==> config.mk <==
export PLATFORM = sky130hd
export DESIGN_NAME = ultrasonic_ping_ranger_flat
export DESIGN_NICKNAME = d
export VERILOG_FILES = /design/src/upr_pkg.sv /design/src/upr_if.sv /design/src/upr_dist58.sv /design/src/upr_core.sv /design/src/ultrasonic_ping_ranger.sv /design/src/flat_wrapper.sv
export SDC_FILE = /design/constraint.sdc
export NUM_CORES = 1
export LEC_CHECK = 0
export BUFFER_PORTS_ARGS = -buffer_cell sky130_fd_sc_hd__buf_2
export CORE_MARGIN = 2
export CORE_UTILIZATION = 65
export CTS_CLUSTER_DIAMETER = 100
export DETAILED_ROUTE_END_ITERATION = 12
export PLACE_DENSITY = 0.83
export SLEW_MARGIN = 40
export SYNTH_ARGS = -nofsm -noshare
export SYNTH_HDL_FRONTEND = slang
export SYNTH_SLANG_ARGS = --single-unit
==> constraint.sdc <==
create_clock -name clk_i -period 11.15 [get_ports clk_i]
set_input_delay 3.345 -clock clk_i [delete_from_list [all_inputs] [get_ports clk_i]]
set_output_delay 3.345 -clock clk_i [all_outputs]
set_load 0.03 [all_outputs]
==> src/upr_pkg.sv <==
package upr_pkg;

  localparam int TimerBitsDef = 16;

  localparam int CfgIdxW  = 8;
  localparam int CfgDataW = 16;
  localparam int DistW    = 11;

  // register indexes
  localparam logic [CfgIdxW-1:0] CFG_PRELOW  = CfgIdxW'(0);
  localparam logic [CfgIdxW-1:0] CFG_TRIGGER = CfgIdxW'(1);
  localparam logic [CfgIdxW-1:0] CFG_TIMEOUT = CfgIdxW'(2);
  localparam logic [CfgIdxW-1:0] CFG_HOLDOFF = CfgIdxW'(3);

  localparam logic [7:0]  PrelowRst  = 8'd2;
  localparam logic [7:0]  TriggerRst = 8'd5;
  localparam logic [15:0] TimeoutRst = 16'd20000;
  localparam logic [15:0] HoldoffRst = 16'd200;

  // distance = width / 58 = (width >> 1) / 29, 16-bit dividend by reciprocal
  localparam int UsPerCm  = 58;
  localparam int DistMax  = 2047;
  localparam int DivRecip = 72316;
  localparam int DivShift = 21;

  typedef struct packed {
    logic [7:0]  prelow_us;
    logic [7:0]  trigger_us;
    logic [15:0] timeout_us;
    logic [15:0] holdoff_us;
  } cfg_t;

  typedef struct packed {
    logic             pin_is_output;
    logic             pin_drive_high;
    logic             busy_res;
    logic             done_res;
    logic             timed_out;
    logic [DistW-1:0] distance_cm;
  } res_t;

endpackage

==> src/upr_if.sv <==
interface upr_req_if;
  logic valid;
  logic ready;
  logic start_req;
  logic echo_level;

  modport source (output valid, output start_req, output echo_level, input ready);
  modport sink (input valid, input start_req, input echo_level, output ready);
endinterface

interface upr_res_if;
  logic                       valid;
  logic                       ready;
  logic                       pin_is_output;
  logic                       pin_drive_high;
  logic                       busy_res;
  logic                       done_res;
  logic                       timed_out;
  logic [upr_pkg::DistW-1:0]  distance_cm;

  modport source (output valid, output pin_is_output, output pin_drive_high,
                  output busy_res, output done_res, output timed_out,
                  output distance_cm, input ready);
  modport sink (input valid, input pin_is_output, input pin_drive_high,
                input busy_res, input done_res, input timed_out,
                input distance_cm, output ready);
endinterface

interface upr_cfg_if;
  logic                          valid;
  logic                          ready;
  logic [upr_pkg::CfgIdxW-1:0]   index;
  logic [upr_pkg::CfgDataW-1:0]  data;

  modport source (output valid, output index, output data, input ready);
  modport sink (input valid, input index, input data, output ready);
endinterface

==> src/upr_dist58.sv <==
module upr_dist58 #(
  parameter int TIMER_BITS = upr_pkg::TimerBitsDef
) (
  input  logic [TIMER_BITS-1:0]      width_i,
  output logic [upr_pkg::DistW-1:0]  dist_o
);
  import upr_pkg::*;

  localparam logic [32:0] SatWidth = 33'((DistMax + 1) * UsPerCm);

  logic [32:0] w_ext;
  logic [15:0] half_w;
  logic [32:0] prod;

  assign w_ext  = 33'(width_i);
  assign half_w = w_ext[16:1];
  assign prod   = 33'(half_w) * 33'(DivRecip);

  always_comb begin
    if (w_ext >= SatWidth) begin
      dist_o = DistW'(DistMax);
    end else begin
      dist_o = prod[DivShift+DistW-1:DivShift];
    end
  end

endmodule

==> src/upr_core.sv <==
module upr_core #(
  parameter int TIMER_BITS = upr_pkg::TimerBitsDef
) (
  input  logic          clk_i,
  input  logic          rst_ni,
  input  upr_pkg::cfg_t cfg_i,
  input  logic          step_i,
  input  logic          start_req_i,
  input  logic          echo_level_i,
  output upr_pkg::res_t res_o
);
  import upr_pkg::*;

  localparam int CmpW = (TIMER_BITS > 16) ? TIMER_BITS : 16;
  localparam logic [TIMER_BITS-1:0] CntMax = {TIMER_BITS{1'b1}};

  typedef enum logic [5:0] {
    PH_IDLE      = 6'b000001,
    PH_PRELOW    = 6'b000010,
    PH_TRIGGER   = 6'b000100,
    PH_WAIT_RISE = 6'b001000,
    PH_ECHO      = 6'b010000,
    PH_HOLDOFF   = 6'b100000
  } phase_e;

  phase_e                phase_q, phase_d;
  logic [TIMER_BITS-1:0] count_q, count_d;
  logic [TIMER_BITS-1:0] width_q, width_d;
  logic                  tflag_q, tflag_d;
  logic [DistW-1:0]      dist_calc;

  upr_dist58 #(.TIMER_BITS(TIMER_BITS)) u_dist (
    .width_i (width_q),
    .dist_o  (dist_calc)
  );

  function automatic logic limit_hit(logic [TIMER_BITS-1:0] v, logic [15:0] lim);
    return (CmpW'(v) >= CmpW'(lim)) || (v == CntMax);
  endfunction

  function automatic logic [TIMER_BITS-1:0] sat_inc(logic [TIMER_BITS-1:0] v);
    return (v == CntMax) ? v : v + TIMER_BITS'(1);
  endfunction

  always_comb begin
    phase_d = phase_q;
    count_d = count_q;
    width_d = width_q;
    tflag_d = tflag_q;
    res_o   = '0;

    case (phase_q)
      PH_IDLE, PH_PRELOW, PH_TRIGGER, PH_WAIT_RISE, PH_ECHO, PH_HOLDOFF: begin
        phase_d = phase_q;
      end
      default: begin
        phase_d = PH_IDLE;
      end
    endcase

    if (phase_d == PH_IDLE && start_req_i) begin
      phase_d = PH_PRELOW;
      count_d = '0;
      width_d = '0;
      tflag_d = 1'b0;
    end

    if (phase_d == PH_PRELOW) begin
      if (CmpW'(count_d) < CmpW'(cfg_i.prelow_us)) begin
        res_o.pin_is_output = 1'b1;
        count_d = count_d + TIMER_BITS'(1);
      end else begin
        phase_d = PH_TRIGGER;
        count_d = '0;
      end
    end

    if (phase_d == PH_TRIGGER && !res_o.pin_is_output) begin
      if (CmpW'(count_d) < CmpW'(cfg_i.trigger_us)) begin
        res_o.pin_is_output  = 1'b1;
        res_o.pin_drive_high = 1'b1;
        count_d = count_d + TIMER_BITS'(1);
      end else begin
        phase_d = PH_WAIT_RISE;
        count_d = '0;
      end
    end

    if (phase_d == PH_IDLE) begin
      res_o.busy_res = 1'b0;
    end else if (res_o.pin_is_output) begin
      res_o.busy_res = 1'b1;
    end else if (phase_d == PH_WAIT_RISE) begin
      res_o.busy_res = 1'b1;
      if (echo_level_i) begin
        phase_d = PH_ECHO;
        width_d = TIMER_BITS'(1);
        if (limit_hit(width_d, cfg_i.timeout_us)) begin
          tflag_d = 1'b1;
          width_d = '0;
          phase_d = PH_HOLDOFF;
          count_d = '0;
        end
      end else begin
        count_d = sat_inc(count_d);
        if (limit_hit(count_d, cfg_i.timeout_us)) begin
          tflag_d = 1'b1;
          width_d = '0;
          phase_d = PH_HOLDOFF;
          count_d = '0;
        end
      end
    end else if (phase_d == PH_ECHO) begin
      res_o.busy_res = 1'b1;
      if (echo_level_i) begin
        width_d = sat_inc(width_d);
        if (limit_hit(width_d, cfg_i.timeout_us)) begin
          tflag_d = 1'b1;
          width_d = '0;
          phase_d = PH_HOLDOFF;
          count_d = '0;
        end
      end else begin
        phase_d = PH_HOLDOFF;
        count_d = '0;
      end
    end else if (phase_d == PH_HOLDOFF) begin
      if (CmpW'(count_d) >= CmpW'(cfg_i.holdoff_us)) begin
        // width and flag are untouched in holdoff, so the stored values apply
        res_o.done_res  = 1'b1;
        res_o.timed_out = tflag_q;
        if (!tflag_q) begin
          res_o.distance_cm = dist_calc;
        end
        phase_d = PH_IDLE;
        count_d = '0;
      end else begin
        res_o.busy_res = 1'b1;
        count_d = sat_inc(count_d);
      end
    end
  end

  always_ff @(posedge clk_i or negedge rst_ni) begin
    if (!rst_ni) begin
      phase_q <= PH_IDLE;
      count_q <= '0;
      width_q <= '0;
      tflag_q <= 1'b0;
    end else if (step_i) begin
      phase_q <= phase_d;
      count_q <= count_d;
      width_q <= width_d;
      tflag_q <= tflag_d;
    end
  end

endmodule

==> src/ultrasonic_ping_ranger.sv <==
// channel   dir  handshake     payload
// req_chan  in   valid/ready   start_req, echo_level (one microsecond tick)
// res_chan  out  valid/ready   pin_is_output, pin_drive_high, busy_res, done_res,
//                              timed_out, distance_cm
// cfg_chan  in   valid/ready   index, data (ready always high)
//
// One tick request accepted per cycle while the skid entry is empty; its result is registered.
// The ranging state updates in the accepting cycle, so tick N+1 follows tick N directly.
// A two-entry output stage (output register plus skid) keeps accepting while a
// result waits; req ready drops only once both entries are full.
// Reset clears the phase, counters and configuration to defaults; no clearing pass.
module ultrasonic_ping_ranger #(
  parameter int TIMER_BITS = upr_pkg::TimerBitsDef
) (
  input  logic      clk_i,
  input  logic      rst_ni,
  upr_req_if.sink   req_chan,
  upr_res_if.source res_chan,
  upr_cfg_if.sink   cfg_chan
);
  import upr_pkg::*;

  cfg_t cfg_q, cfg_d;
  res_t step_res;
  res_t out_q, out_d;
  res_t skid_q, skid_d;
  logic out_valid_q, out_valid_d;
  logic skid_valid_q, skid_valid_d;
  logic accept;
  logic take;

  assign cfg_chan.ready = 1'b1;

  always_comb begin
    cfg_d = cfg_q;
    if (cfg_chan.valid) begin
      case (cfg_chan.index)
        CFG_PRELOW:  cfg_d.prelow_us  = cfg_chan.data[7:0];
        CFG_TRIGGER: cfg_d.trigger_us = cfg_chan.data[7:0];
        CFG_TIMEOUT: cfg_d.timeout_us = cfg_chan.data;
        CFG_HOLDOFF: cfg_d.holdoff_us = cfg_chan.data;
        default:     cfg_d = cfg_q;
      endcase
    end
  end

  always_ff @(posedge clk_i or negedge rst_ni) begin
    if (!rst_ni) begin
      cfg_q <= '{prelow_us: PrelowRst, trigger_us: TriggerRst,
                 timeout_us: TimeoutRst, holdoff_us: HoldoffRst};
    end else begin
      cfg_q <= cfg_d;
    end
  end

  assign req_chan.ready = !skid_valid_q;
  assign accept         = req_chan.valid && !skid_valid_q;
  assign take           = out_valid_q && res_chan.ready;

  upr_core #(.TIMER_BITS(TIMER_BITS)) u_core (
    .clk_i        (clk_i),
    .rst_ni       (rst_ni),
    .cfg_i        (cfg_q),
    .step_i       (accept),
    .start_req_i  (req_chan.start_req),
    .echo_level_i (req_chan.echo_level),
    .res_o        (step_res)
  );

  always_comb begin
    out_d        = out_q;
    skid_d       = skid_q;
    out_valid_d  = out_valid_q;
    skid_valid_d = skid_valid_q;
    if (take) begin
      if (skid_valid_q) begin
        out_d        = skid_q;
        skid_valid_d = 1'b0;
      end else if (accept) begin
        out_d = step_res;
      end else begin
        out_valid_d = 1'b0;
      end
    end else if (accept) begin
      if (!out_valid_q) begin
        out_d       = step_res;
        out_valid_d = 1'b1;
      end else begin
        skid_d       = step_res;
        skid_valid_d = 1'b1;
      end
    end
  end

  always_ff @(posedge clk_i or negedge rst_ni) begin
    if (!rst_ni) begin
      out_valid_q  <= 1'b0;
      skid_valid_q <= 1'b0;
    end else begin
      out_valid_q  <= out_valid_d;
      skid_valid_q <= skid_valid_d;
    end
  end

  always_ff @(posedge clk_i) begin
    out_q  <= out_d;
    skid_q <= skid_d;
  end

  assign res_chan.valid          = out_valid_q;
  assign res_chan.pin_is_output  = out_q.pin_is_output;
  assign res_chan.pin_drive_high = out_q.pin_drive_high;
  assign res_chan.busy_res       = out_q.busy_res;
  assign res_chan.done_res       = out_q.done_res;
  assign res_chan.timed_out      = out_q.timed_out;
  assign res_chan.distance_cm    = out_q.distance_cm;

  a_skid_needs_out: assert property (@(posedge clk_i) disable iff (!rst_ni)
    skid_valid_q |-> out_valid_q)
    else $error("skid entry held with empty output register");

  a_done_not_busy: assert property (@(posedge clk_i) disable iff (!rst_ni)
    out_valid_q && out_q.done_res |-> !out_q.busy_res && !out_q.pin_is_output)
    else $error("done request also flagged busy or driving");

  a_timeout_zero: assert property (@(posedge clk_i) disable iff (!rst_ni)
    out_valid_q && out_q.timed_out |-> out_q.done_res && (out_q.distance_cm == '0))
    else $error("timed out request with distance or without done");

  a_drive_level: assert property (@(posedge clk_i) disable iff (!rst_ni)
    out_valid_q && out_q.pin_drive_high |-> out_q.pin_is_output && out_q.busy_res)
    else $error("pin high without drive enable");

endmodule
==> src/flat_wrapper.sv <==
// flat-port wrapper written by rule: the top's interface ports become plain ports
module ultrasonic_ping_ranger_flat import upr_pkg::*;
#(
  parameter int TIMER_BITS = upr_pkg::TimerBitsDef
)
  (clk_i, rst_ni, req_chan_valid, req_chan_start_req, req_chan_echo_level, req_chan_ready, res_chan_valid, res_chan_pin_is_output, res_chan_pin_drive_high, res_chan_busy_res, res_chan_done_res, res_chan_timed_out, res_chan_distance_cm, res_chan_ready, cfg_chan_valid, cfg_chan_index, cfg_chan_data, cfg_chan_ready);
  upr_req_if req_chan_i ();
  upr_res_if res_chan_i ();
  upr_cfg_if cfg_chan_i ();
  input  logic clk_i;
  input  logic rst_ni;
  input wire logic [$bits(req_chan_i.valid)-1:0] req_chan_valid;
  input wire logic [$bits(req_chan_i.start_req)-1:0] req_chan_start_req;
  input wire logic [$bits(req_chan_i.echo_level)-1:0] req_chan_echo_level;
  output wire logic [$bits(req_chan_i.ready)-1:0] req_chan_ready;
  output wire logic [$bits(res_chan_i.valid)-1:0] res_chan_valid;
  output wire logic [$bits(res_chan_i.pin_is_output)-1:0] res_chan_pin_is_output;
  output wire logic [$bits(res_chan_i.pin_drive_high)-1:0] res_chan_pin_drive_high;
  output wire logic [$bits(res_chan_i.busy_res)-1:0] res_chan_busy_res;
  output wire logic [$bits(res_chan_i.done_res)-1:0] res_chan_done_res;
  output wire logic [$bits(res_chan_i.timed_out)-1:0] res_chan_timed_out;
  output wire logic [$bits(res_chan_i.distance_cm)-1:0] res_chan_distance_cm;
  input wire logic [$bits(res_chan_i.ready)-1:0] res_chan_ready;
  input wire logic [$bits(cfg_chan_i.valid)-1:0] cfg_chan_valid;
  input wire logic [$bits(cfg_chan_i.index)-1:0] cfg_chan_index;
  input wire logic [$bits(cfg_chan_i.data)-1:0] cfg_chan_data;
  output wire logic [$bits(cfg_chan_i.ready)-1:0] cfg_chan_ready;
  assign req_chan_i.valid = req_chan_valid;
  assign req_chan_i.start_req = req_chan_start_req;
  assign req_chan_i.echo_level = req_chan_echo_level;
  assign req_chan_ready = req_chan_i.ready;
  assign res_chan_valid = res_chan_i.valid;
  assign res_chan_pin_is_output = res_chan_i.pin_is_output;
  assign res_chan_pin_drive_high = res_chan_i.pin_drive_high;
  assign res_chan_busy_res = res_chan_i.busy_res;
  assign res_chan_done_res = res_chan_i.done_res;
  assign res_chan_timed_out = res_chan_i.timed_out;
  assign res_chan_distance_cm = res_chan_i.distance_cm;
  assign res_chan_i.ready = res_chan_ready;
  assign cfg_chan_i.valid = cfg_chan_valid;
  assign cfg_chan_i.index = cfg_chan_index;
  assign cfg_chan_i.data = cfg_chan_data;
  assign cfg_chan_ready = cfg_chan_i.ready;
  ultrasonic_ping_ranger #(.TIMER_BITS(TIMER_BITS)) u_core (.clk_i(clk_i), .rst_ni(rst_ni), .req_chan(req_chan_i), .res_chan(res_chan_i), .cfg_chan(cfg_chan_i));
endmodule
## Word level (Yosys, flattened, before mapping)

Index checks and enable logic that the tools add are counted.

| storage, ports and cells | value |
|---|---|
| output and inout port bits | 19 |
| logic and storage cells | 163 |
| register bits | 121 |
| input port bits | 31 |

| cells by class | value |
|---|---|
| add/sub/neg operators | 4 |
| $lt $le $gt $ge | 7 |
| eq/ne operators | 23 |
| reduce and logical (&&, ||, !) cells | 21 |
| $mul | 1 |
| bitwise logic cells | 1 |
| multiplexer cells | 84 |

Operators by type and width:

| operator | count |
|---|---|
| $mux W16 | 32 |
| $mux W6 | 17 |
| $mux W13 | 5 |
| $add A16 B1 Y16 const B | 4 |
| $eq A16 B16 Y1 const B | 4 |
| $ge A16 B16 Y1 | 3 |
| $lt A16 B8 Y1 | 2 |
| $mul A15 B15 Y30 const B | 1 |
| $mux W1 | 25 |
| $mux W11 | 2 |
| $eq A6 B1 Y1 const B | 3 |
| $ge A16 B17 Y1 const B | 1 |
| $eq A8 B2 Y1 const B | 2 |
| $ge A1 B16 Y1 const A | 1 |
| $mux W14 | 1 |
| $eq A6 B2 Y1 const B | 2 |
| $eq A6 B3 Y1 const B | 2 |
| $eq A6 B4 Y1 const B | 2 |
| $eq A6 B5 Y1 const B | 2 |
| $eq A6 B6 Y1 const B | 2 |
| $reduce_and A2 Y1 | 5 |
| $reduce_and A3 Y1 | 3 |
| $eq A8 B1 Y1 const B | 1 |
| $logic_not A8 Y1 | 1 |
| other kinds (8) | 18 |

## Depth between registers and ports, before layout

| depth | value |
|---|---|
| word-level depth | 22 |
| gate-level depth with buffers | 48 |
| mapped depth without buffers | 40 |

## By module

From an unflattened synthesis, not the netlist that was laid out.

| second synthesis, totals | value |
|---|---|
| cells, all modules | 1484 |
| area total of the unflattened synthesis | 13833.3 µm² |

Modules (own cells, without submodules):

| module | cells an instance | seq. area each (µm²) | area an instance (µm²) | times used |
|---|---|---|---|---|
| upr_core | 895 | 977.2 | 6477.5 | 1 |
| upr_dist58 | 417 | 0.0 | 4108.9 | 1 |
| ultrasonic_ping_ranger | 172 | 2225.9 | 3246.9 | 1 |

## Worst setup path before layout

Ideal clock, no wire load.

| timing path | value |
|---|---|
| path type | input port to flip-flop |
| from | input port req_chan_start_req |
| to | register u_core.u_core.count_q[6] |
| setup slack | -1715 ps |
| arrival | 12764 ps |
| stages on the path | 46 |
| data required time | 11049 ps |
| buffers on the path | 8 |
| path through | clkbuf_1 inv_1 nor3_1 clkbuf_1 clkbuf_1 buf_1 nor2_1 ha_1 nand4_1 or3_1 a311oi_2 o41ai_2 a22oi_1 buf_2 inv_1 ha_1 a21o_1 a21o_1 (+10 left out) clkbuf_1 mux2_2 ha_1 a21o_1 a21o_1 a21o_1 a21o_1 a21o_1 a21oi_1 o21ai_0 a211oi_1 o21ai_0 nor2b_1 buf_1 a21oi_2 buf_4 nor2_1 nor4_1 |

| between the ends | value |
|---|---|
| cells in the longest elaborated chain, start to end | 17 |
| elaborated cells on any way between the ends | 52 |
| classes of those cells | 4 x add/sub; 5 x order compare; 10 x eq/ne; 28 x mux; 5 x reduce/logical |

RTL lines:

| what | line | text |
|---|---|---|
| from (decl) | flat_wrapper.sv:13 | `input wire logic [$bits(req_chan_i.start_req)-1:0] req_chan_start_req;` |
| $logic_and A1 B1 Y1 (*) | upr_core.sv:61 | `if (phase_d == PH_IDLE && start_req_i) begin` |
| $mux W16 | upr_core.sv:61 |  |
| $add A16 B1 Y16 / $lt A16 B8 Y1 (equally long branches) | upr_core.sv:71, upr_core.sv:69 |  |
| $mux W16, or another cell as far along | upr_core.sv:69 | `if (CmpW'(count_d) < CmpW'(cfg_i.prelow_us)) begin` |
| $mux W16, or another cell as far along | upr_core.sv:68 | `if (phase_d == PH_PRELOW) begin` |
| $add A16 B1 Y16, or another cell as far along | upr_core.sv:82 | `count_d = count_d + TIMER_BITS'(1);` |
| $mux W16 / $logic_and A1 B1 Y1 (equally long branches) | upr_core.sv:79, upr_core.sv:78 |  |
| $mux W16 | upr_core.sv:78 | `if (phase_d == PH_TRIGGER && !res_o.pin_is_output) begin` |
| $add A16 B1 Y16 / $eq A16 B16 Y1 (equally long branches) | upr_core.sv:42 | `return (v == CntMax) ? v : v + TIMER_BITS'(1);` |
| $mux W16 | upr_core.sv:42 |  |
| $ge A16 B16 Y1 / $eq A16 B16 Y1 (equally long branches) | upr_core.sv:38 | `return (CmpW'(v) >= CmpW'(lim)) \|\| (v == CntMax);` |
| $logic_or A1 B1 Y1 | upr_core.sv:38 |  |
| $mux W16 | upr_core.sv:106 | `if (limit_hit(count_d, cfg_i.timeout_us)) begin` |
| $mux W16 | upr_core.sv:95 | `if (echo_level_i) begin` |
| $mux W16 | upr_core.sv:93 | `end else if (phase_d == PH_WAIT_RISE) begin` |
| $mux W16 | upr_core.sv:91 | `end else if (res_o.pin_is_output) begin` |
| $mux W16 (*) | upr_core.sv:89 | `if (phase_d == PH_IDLE) begin` |
| to (signal assigned) | upr_core.sv:152 | `count_q <= count_d;` |
| to (decl) | upr_core.sv:27 | `logic [TIMER_BITS-1:0] count_q, count_d;` |

Every way passes the cells marked *; elsewhere a longest branch is shown, timed or not.
A chain may end at the register's enable or synchronous reset.

## Final worst setup path

| timing path | value |
|---|---|
| from | input port req_chan_start_req |
| to | register u_core.u_core.count_q[9] |

Same word-level chain as after synthesis.

==> impl_metrics.csv <==
group,metric,value,unit
status,status,"finished clean",
global_routing,grt_pass1_wl,63700,µm
detailed_routing,drtIter0Drc,1347,
cts,cts_root_buffer,"clkbuf_16",
die,coreArea,0.0202,mm²
logic_synthesis,seq_area_frac_synth,23.9,%
pwr,internal_power,1.57,mW
die,rows,52,
logic_synthesis,synthFlopType,"dfrtp_1",
logic_synthesis,synth_xor_area_share,2.09,%
pwr,switching_share,49.8,%
cts,cts_htree_levels,4,
die,die_y,148,µm
pwr,clkPwrFrac,18.3,%
cells_and_area,final_nets,1852,
cts,clkTransAtPathRegs,60,ps
die,die_area,0.0218,mm²
pwr,power_frac_comb,60.0,%
sta,final.period_utilization,96.4,%
critical_path,timing.rr.start,"u_core.u_core.phase_q[3]$_DFFE_PN0P_",
worst_hold_path,min-delay-start,"u_core.cfg_q[14]$_DFFE_PN0P_",
critical_path,slowest_delay,650,ps
logic_synthesis,synth_top_family_by_area,"adder cells",
cells_and_area,drive_above_1_share,14.3,%
logic_synthesis,ys.warnings.count,0,
sta,fin_skew,13.5,ps
cts,worstSkewPairLatency,430,ps
logic_synthesis,synth-compound-area-share,17.6,%
logic_synthesis,muxShareOfSynthArea,3.39,%
cts,cts_num_sinks,121,
sta,max_freq,93.0,MHz
sta,finalMaxSlewViolations,0,
cells_and_area,syn_to_final_growth,11.1,%
detailed_routing,vias,12200,
place,place.detailed.hpwl,30800,µm
logic_synthesis,synthAdderAreaFrac,28.5,%
critical_path,critPathSlowestCell,"or4_1",
detailed_routing,post_drt_wl_per_cell,21.4,µm
pwr,switching_power,1.55,mW
logic_synthesis,syn_inst,1501,
logic_synthesis,syn_area,0.0134,mm²
die,io_pins,50,
logic_synthesis,async_flop_share,73.6,%
cts,cts_made_buffers,17,
global_routing,grt.total_usage,37.4,%
place,io_buffers,48,
critical_path,cp.required,11480,ps
detailed_routing,drt-total-wl,39500,µm
cts,cts_buffer_depth,2,
die,start_util,66.3,%
pwr,power.leakage,7.27,nW
pwr,power_frac_seq,21.7,%
cts,cts_hold_buf,0,
critical_path,crit_arrival,11080,ps
logic_synthesis,synth_top_cell_area_share,16.7,%
critical_path,end_kind,"flop",
critical_path,cp-start-kind,"primary input",
logic_synthesis,synth.distinct_cells,93,
sta,slew_headroom,42.4,%
sta,finalSetupViolations,0,
pwr,max-vdd-ir-drop,124,µV
global_routing,grt_pass1_vias,11900,
sta,final_hold_viol_count,0,
global_routing,grt_max_degree,49,
logic_synthesis,synthTopCellsByArea,"ha_1 17%, dfrtp_1 14%, fa_1 12%",
critical_path,cpMostUsedCell,"a21o_1",
die,die_w,148,µm
cells_and_area,antenna_cells,0,
detailed_routing,viasPerCell,6.60,
logic_synthesis,synthTopCellsByCount,"223 x inv_1, 179 x ha_1, 125 x nand2_1",
logic_synthesis,syn-num-nets,1790,
logic_synthesis,synth_area_per_cell,8.93,µm²
sta,layout_min_cycle_time,10750,ps
logic_synthesis,synth_top_cell_by_area,"ha_1",
global_routing,grt_overflow,0,
worst_hold_path,hold_class,"reg2reg",
detailed_routing,drc,0,
sta,rsz0062_at_grt,"no",
logic_synthesis,synth-seq-cells,121,
sta,worst_pin_slew,861,ps
logic_synthesis,synth-simple-area-share,16.5,%
cts,cts_tree,"yes",
logic_synthesis,yosysMostFrequentCell,"inv_1",
critical_path,cp-startpoint,"req_chan_start_req",
pwr,total_power,3.12,mW
logic_synthesis,synth_edf_count,32,
critical_path,critical_path_class,"in2reg",
detailed_routing,ant_nets,0,
global_routing,antenna_found_initial,0,
critical_path,critPathMaxFanout,8,
flow_run,maxCapViolCount,0,
sta,fin_setup_tns,0,ps
place,place_congestion,1.05,
pwr,cellPowerDensity,210,mW/mm²
detailed_routing,firstDrtPassIters,6,
## logic make-up (layout without fill, tap and decap cells)
family | Yosys count | in the layout
AND/OR/NAND/NOR | 424 | 424
adder cells (fa/ha/maj) | 258 | 258
XOR/XNOR | 32 | 32
buffers and inverters | 275 | 350
multiplexers | 41 | 41
flip-flops | 121 | 121
other | 1 | 1
AO/OA/AOI/OAI | 349 | 349
## repair_timing
item | CTS | global route
buffers inserted | 0 | 2
endpoints found under the setup margin | 0 | 18
resized for setup | 0 | 1
## power by group through the flow
| stage | registers [mW] | clock network [mW] | logic (mW) |
|---|---|---|---|
| finish | 0.677 | 0.571 | 1.87 |
| global route | 0.683 | 0.591 | 2.01 |
| CTS | 0.670 | 0.570 | 1.79 |
| detailed placement | 0.676 | 0 | 1.77 |
| global placement | 0.674 | 0 | 1.73 |
| floorplan | 0.670 | 0 | 1.25 |
## layout by cell type, fill, tap and decap left out, types with 15 or more instances in the layout
master     instances
nor4_1            25
inv_1            220
nor3_1            21
fa_1              79
nand2_1          125
o31ai_1           19
xnor2_1           21
a31oi_1           22
nand3_1           33
o21ai_0           71
dfrtp_1           77
edfxtp_1          32
buf_2             47
and2_1            15
clkbuf_16         18
nand4_1           22
a21oi_1           72
mux2_2            34
ha_1             176
a21o_1            24
buf_4             47
nor2_1            81
## worst max-delay path, delay by kind of cell
kind,cells,cell delay (ps)
multiplexers,2,470
AND/OR/NAND/NOR,11,2760
buffers and inverters,3,530
adder cells (fa/ha/maj),4,1020
AO/OA/AOI/OAI,18,2960
## stage by stage
stage	utilization, %	worst slack [ps]	instance area [µm²]	hold slack [ps]	std cells
global placement	70.4	239	14200	489	1812
floorplan	-	-12.9	13700	478	1501
global route	73.6	23.0	14900	522	1846
CTS	73.4	442	14900	508	1844
finish	73.6	401	14900	506	1846
detailed placement	70.4	36.5	14200	495	1812
## state kept, by name, indices dropped and copies added (netlist names)
name,flops
u_core.res_chan.timed_out,1
u_core.u_core.width_q,16
u_core.u_core.tflag_q,1
u_core.res_chan.valid,1
u_core.skid_q,16
u_core.res_chan.distance_cm,11
u_core.u_core.count_q,16
u_core.cfg_q,48
u_core.skid_valid_q,1
u_core.res_chan.pin_is_output,1
u_core.u_core.phase_q,6
u_core.res_chan.busy_res,1
u_core.res_chan.pin_drive_high,1
u_core.res_chan.done_res,1
## path summary, 6_finish.rpt
check                                                        to  slack, ps  cells after the start
max                        u_core.u_core.count_q[9]$_DFFE_PN0P_        400                     38
min                                u_core.cfg_q[14]$_DFFE_PN0P_        510                      1
max reg2reg                u_core.u_core.count_q[9]$_DFFE_PN0P_       1770                     39
min reg2reg                        u_core.cfg_q[14]$_DFFE_PN0P_        510                      1
max in group asynchronous           u_core.cfg_q[8]$_DFFE_PN0P_       7170                      2
min in group asynchronous  u_core.u_core.phase_q[1]$_DFFE_PN0P_       2930                      1
## layout make-up
type | instances | area, µm²
multi-input cells | 1105 | 9300
fillers | 1513 | 5340
flip-flops and latches | 121 | 3200
inverters | 224 | 851
repair buffers | 94 | 588
clock buffers | 22 | 495
well taps | 270 | 338
clock inverters | 10 | 115
## per-layer routing
layer / track usage (%) / wire, µm / vias up / part of all wire (%)
li1: - / - / 5492 / -
met1: 54.4 / 17000 / 5897 / 43
met2: 55.4 / 17000 / 706 / 43
met3: 9.10 / 4460 / 94 / 11
met4: 11.3 / 1020 / 0 / 2.6
met5: 0 / 0 / - / 0
Power figures use the tool's default switching activity.
